===== src/rtl/assert_macros.svh =====
// ---------------------------------------------------------------------------
// assert_macros.svh
// Assertion helpers for the bitmap allocator. Clocked on clk, disabled while
// rst_n is low. Empty when SYNTHESIS is defined.
// ---------------------------------------------------------------------------
`ifndef ASSERT_MACROS_SVH
`define ASSERT_MACROS_SVH

`ifndef SYNTHESIS

// Property check: lbl names the assertion, prop is any implication.
`define BFA_ASSERT(lbl, prop, msg) \
  lbl: assert property (@(posedge clk) disable iff (!rst_n) prop) else $error(msg);

// Condition that must never be seen at a clock edge.
`define BFA_NEVER(lbl, expr, msg) \
  lbl: assert property (@(posedge clk) disable iff (!rst_n) !(expr)) else $error(msg);

`else

`define BFA_ASSERT(lbl, prop, msg)
`define BFA_NEVER(lbl, expr, msg)

`endif

`endif


===== src/rtl/bfa_pkg.sv =====
// ---------------------------------------------------------------------------
// bfa_pkg
// Shared types and constants of the bitmap first-free allocator.
// ---------------------------------------------------------------------------
package bfa_pkg;

  // Fixed field widths
  localparam int ACT_W   = 2;
  localparam int WIDX_W  = 8;
  localparam int WDATA_W = 32;
  localparam int NUM_W   = 14;   // entry numbers, counts and the limit
  localparam int IN_W    = 56;   // packed request, whole bytes
  localparam int OUT_W   = 32;   // packed result, whole bytes
  localparam int OUT_PAD = OUT_W - (2 * NUM_W + 1);

  localparam logic [NUM_W-1:0] LIMIT_RESET = 14'd8192;

  typedef logic [ACT_W-1:0] action_t;

  // Request action codes
  localparam action_t ACT_LOAD_WORD  = 2'd0;
  localparam action_t ACT_ALLOC      = 2'd1;
  localparam action_t ACT_LOAD_COUNT = 2'd2;

  // Controller -> datapath
  typedef struct packed {
    logic accept;   // request taken this cycle
    logic scan;     // scan in progress
    logic take;     // claim the bit found in the checked word
    logic fail;     // scan ran past the limit
  } bfa_cmd_t;

  // Datapath -> controller
  typedef struct packed {
    logic hit;        // checked word has a free entry below the limit
    logic exhausted;  // nothing left to read or check
  } bfa_sts_t;

endpackage


===== src/rtl/bfa_ctrl.sv =====
// ---------------------------------------------------------------------------
// bfa_ctrl
// Sequencer: takes a request, runs the bitmap scan, hands the result over.
// ---------------------------------------------------------------------------
module bfa_ctrl (
  input  logic               clk,
  input  logic               rst_n,
  input  logic               in_valid,
  input  bfa_pkg::action_t   in_action,
  input  bfa_pkg::bfa_sts_t  sts,
  input  logic               out_free,
  output logic               in_ready,
  output logic               emit,
  output bfa_pkg::bfa_cmd_t  cmd
);
  import bfa_pkg::*;

  typedef enum logic [1:0] {
    S_IDLE,
    S_SCAN,
    S_RESULT
  } state_t;

  state_t state_r, state_nxt;

  always_ff @(posedge clk) begin
    if (!rst_n) begin
      state_r <= S_IDLE;
    end else begin
      state_r <= state_nxt;
    end
  end

  always_comb begin
    state_nxt = state_r;
    cmd       = '0;
    emit      = 1'b0;
    in_ready  = 1'b0;
    case (state_r)
      S_IDLE: begin
        in_ready = 1'b1;
        if (in_valid) begin
          cmd.accept = 1'b1;
          state_nxt  = (in_action == ACT_ALLOC) ? S_SCAN : S_RESULT;
        end
      end
      S_SCAN: begin
        cmd.scan = 1'b1;
        if (sts.hit) begin
          cmd.take  = 1'b1;
          state_nxt = S_RESULT;
        end else if (sts.exhausted) begin
          cmd.fail  = 1'b1;
          state_nxt = S_RESULT;
        end
      end
      S_RESULT: begin
        if (out_free) begin
          emit      = 1'b1;
          state_nxt = S_IDLE;
        end
      end
      default: begin
        state_nxt = S_IDLE;
      end
    endcase
  end

endmodule


===== config.mk =====
export PLATFORM = sky130hd
export DESIGN_NAME = bfa_ctrl
export DESIGN_NICKNAME = d
export VERILOG_FILES = /design/src/rtl/assert_macros.svh /design/src/rtl/bfa_pkg.sv /design/src/rtl/bfa_ctrl.sv
export SDC_FILE = /design/constraint.sdc
export NUM_CORES = 1
export LEC_CHECK = 0
export BUFFER_PORTS_ARGS = -buffer_cell sky130_fd_sc_hd__buf_2
export CORE_AREA = 2 2 39 41
export CTS_CLUSTER_SIZE = 28
export DETAILED_ROUTE_END_ITERATION = 10
export DIE_AREA = 0 0 41 43
export GPL_TIMING_DRIVEN = 0
export PLACE_DENSITY_LB_ADDON = 0.1
export SKIP_LAST_GASP = 1
export SYNTH_ARGS = -nofsm -noshare
export SYNTH_HDL_FRONTEND = slang
export SYNTH_SLANG_ARGS = --single-unit

===== constraint.sdc =====
create_clock -name clk -period 1.25 [get_ports clk]
set_clock_uncertainty 0.15 [all_clocks]
set_input_delay 0.125 -clock clk [delete_from_list [all_inputs] [get_ports clk]]
set_output_delay 0.125 -clock clk [all_outputs]
set_load 0.01 [all_outputs]

==> summary.md <==
| Metric | Value |
|---|---|
| RSZ-0062 raised after global routing | yes |
| Top cell type's share of synthesized area | 0.2443 |
| Slew @ Worst Pin | 0.2320 ns |
| TritonCTS buffer count | 3 |
| CTS max path bufs | 2 |
| Largest area contributor in the netlist | dfxtp_1 |
| FP Rows | 14 |
| R2R depth | 4 |
| Top-count cell post-synth | nor2_1 |
| Clk sinks | 2 |
| Critical path buffers and inverters | 1 |
| Critical-path cell list | and2b_4, and3b_2, buf_6 |
| Max FFs per register | 2 |
| P per Cell Area | 863.2 mW/mm2 |
| Hold EP | state_r[1] |
| Final hold vios | 0 |
| Routed vias | 201 |
| VDD IR max | 168.1 uV |
| Fillers | ~170 |
| Clk Tree Root Cell | clkbuf_4 |
| Final net count | between 40 and 50 |
| Arrival @ worst endpoint | 1.07 ns |
| Starting Density | 0.1184 |
| WHS Path Cells | 3 |
| Critical Path RT | 0.98 ns |
| Gr ovfl total | 0 |
| Count of state elements after synthesis | 2 |
| Vias in the first global route | 212 |
| Residual DRC | 0 |
| IO buf count | 13 |
| Total Power | about 0.28 mW |
| Ys Warns | 0 |
| Post-synth EDFFs | 0 |
| Reg-to-reg slack, setup | 0.13 ns |
| Clock Latency Late Sink | 0.22 ns |
| I/O pins | 14 |
| Chip height | 43 um |
| CP top delay family | simple AND/OR/NAND/NOR gates |
| P&R area growth vs syn | 96.95% |
| Max Cap Viol | 0 |
| GP Congestion | 0.6454 |
| Area contributors post-synth | dfxtp_1, and3b_2, a31oi_2, nor3b_2, nor2_1 |
| Final worst setup slack | -0.09343 ns |
| Post-synth design cell area | 163.9 um2 |
| Initial antenna violation count | 0 |
| Reg2reg start | state_r[1] |
| Status | complete, but fails checks |
| Slowest-stage cell, CP | dfxtp_4 |
| Post-synth ARST share | 0 |
| Post-route minimum period | 1.343 ns |
| Die area | 0.001763 mm2 |
| Syn Inst Count | 19 |
| Die width | 41 um |
| Part of the cycle the worst path needs | 1.075 |
| Reg-to-reg endpoint | state_r[1] |
| Seq/Total Area, Yosys | 0.2443 |
| Starting DRT DRC Count | 7 |
| Largest net degree at the start of global routing | 7 |
| CTS tree | yes |
| Endpoint class of the critical path | primary output |
| Highest Clock Rate | ~0.74 GHz |
| Syn_nets | 27 |
| CP peak stage delay | 0.33 ns |
| Commonest cells in the netlist | nor2_1, and3b_2, dfxtp_1, inv_1 |
| DR WL/cell | 9.407 um |
| Startpoint types | flip-flop |
| Hold Startpoint | rst_n |
| Final Setup Violations | 4 |
| CTS clock-pin slew for the worst setup and hold paths | 0.03 ns |
| Largest regs | state_r: 2 flops |
| Largest Register | state_r |
| First-pass GRT wire length | 800 um |
| Post-DRT Antenna Nets | 0 |
| Synthesized area per cell | 8.627 um2 |
| Leak | 0.1605 nW |
| Slew margin rel. | 0.8432 |
| Htree depth | 1 |
| Failing checks | setup timing |
| Antenna Cells | 0 |
| Global router's overall resource usage | 0.07307 |
| Cts hold-fix bufs | 0 |
| Via density | 3.722 |
| Max-slew violations | 0 |
| 1st-pass router iterations | 2 |
| Hpwl dp | 377.8 um |
| Core ar. | 0.001384 mm2 |
| Top_reg_cell synth | dfxtp_1 |
| Share of cells above drive strength 1 | 0.7895 |
| Post-synth cell types | 14 |
| CP Class | flip-flop to primary output |
| DRT Wirelength | 508 um |
| Final TNS setup | -0.2888 ns |
| Worst Hold Class | input port to flip-flop |
| CP max FO | 4 |
## layout by cell type (no fill, tap or decap)
| cell | synthesis | final |
|---|---|---|
| a31oi_2 | 1 | 1 |
| clkbuf_4 | 0 | 3 |
| buf_2 | 0 | 11 |
| buf_4 | 0 | 3 |
| nor3b_4 | 0 | 1 |
| o21ai_2 | 1 | 1 |
| buf_6 | 0 | 2 |
| and2b_4 | 1 | 1 |
| nor3_2 | 1 | 1 |
| dfxtp_4 | 0 | 2 |
| and2_2 | 1 | 1 |
| and3b_2 | 2 | 2 |
| o21ai_1 | 1 | 1 |
| inv_1 | 2 | 2 |
| nand2_1 | 1 | 1 |
| nor2_2 | 0 | 1 |
| nor4bb_1 | 1 | 1 |
| a21oi_1 | 1 | 1 |
| nor2_1 | 3 | 2 |
## timing repair
item / 4_1_cts / 5_1_grt
resized for setup: 6 / 2
endpoints found under the hold margin: 0 / 0
setup endpoints to repair: 4 / 5
pin swaps: 1 / 0
buffers inserted: 3 / 0
## where the power goes
group	internal, mW	switching [mW]	total, mW
clock	0.106	0.0328	0.138
sequential	0.0667	0.00296	0.0696
combinational	0.0381	0.0326	0.0707
## cell families (layout without fill, tap and decap cells)
group,Yosys count,after routing,share of synthesized area
AO/OA/AOI/OAI,4,4,0.1908
AND/OR/NAND/NOR,11,11,0.5191
flip-flops,2,2,0.2443
buffers and inverters,2,21,0.04582
## worst min-delay path, stage by stage
cell,delay [ns]
buf_2,0.09
inv_1,0.09
a31oi_2,0.04
## per-layer routing
metal	wire (um)	track usage	part of all wire	up-vias
met3	42	0.03141	0.083	0
met1	191	0.06688	0.38	87
met4	0	0.08000	0	0
li1	-	-	-	106
met2	274	0.1063	0.54	8
met5	0	0	0	-
## area by class of cell
class / count / area [um2] / share of cell area
multi-input cells: 15 / 125.1 / 0.3876
repair buffers: 16 / 100.1 / 0.3101
flip-flops and latches: 2 / 47.55 / 0.1473
clock buffers: 3 / 22.52 / 0.06977
well taps: 16 / 20.02 / 0.06202
inverters: 2 / 7.507 / 0.02326
## through the flow
stage | cells | hold slack (ns) | worst slack [ns] | util | cell area (um2)
after floorplan | 19 | 0.1361 | 0.1351 | - | 163.9
after global placement | 48 | 0.2582 | -0.01278 | 0.1799 | 249.0
after detailed placement | 48 | 0.2535 | -0.02986 | 0.1799 | 249.0
after CTS | 54 | 0.01317 | -0.1034 | 0.2269 | 314.1
after global routing | 54 | 0.03208 | -0.1357 | 0.2333 | 322.8
final | 54 | 0.01572 | -0.09343 | 0.2333 | 322.8
## worst max path at each step
stage,startpoint,to,slack (ns),depth (start not counted)
floorplan,state_r[1],cmd[0],0.14,2
global placement,state_r[1],cmd[0],-0.01,3
detailed placement,state_r[1],cmd[0],-0.03,3
CTS,state_r[1],cmd[0],-0.10,3
global route,state_r[1],cmd[0],-0.14,3
finish,state_r[1],cmd[0],-0.09,3
Note: power is estimated with default switching activity, not from simulation.
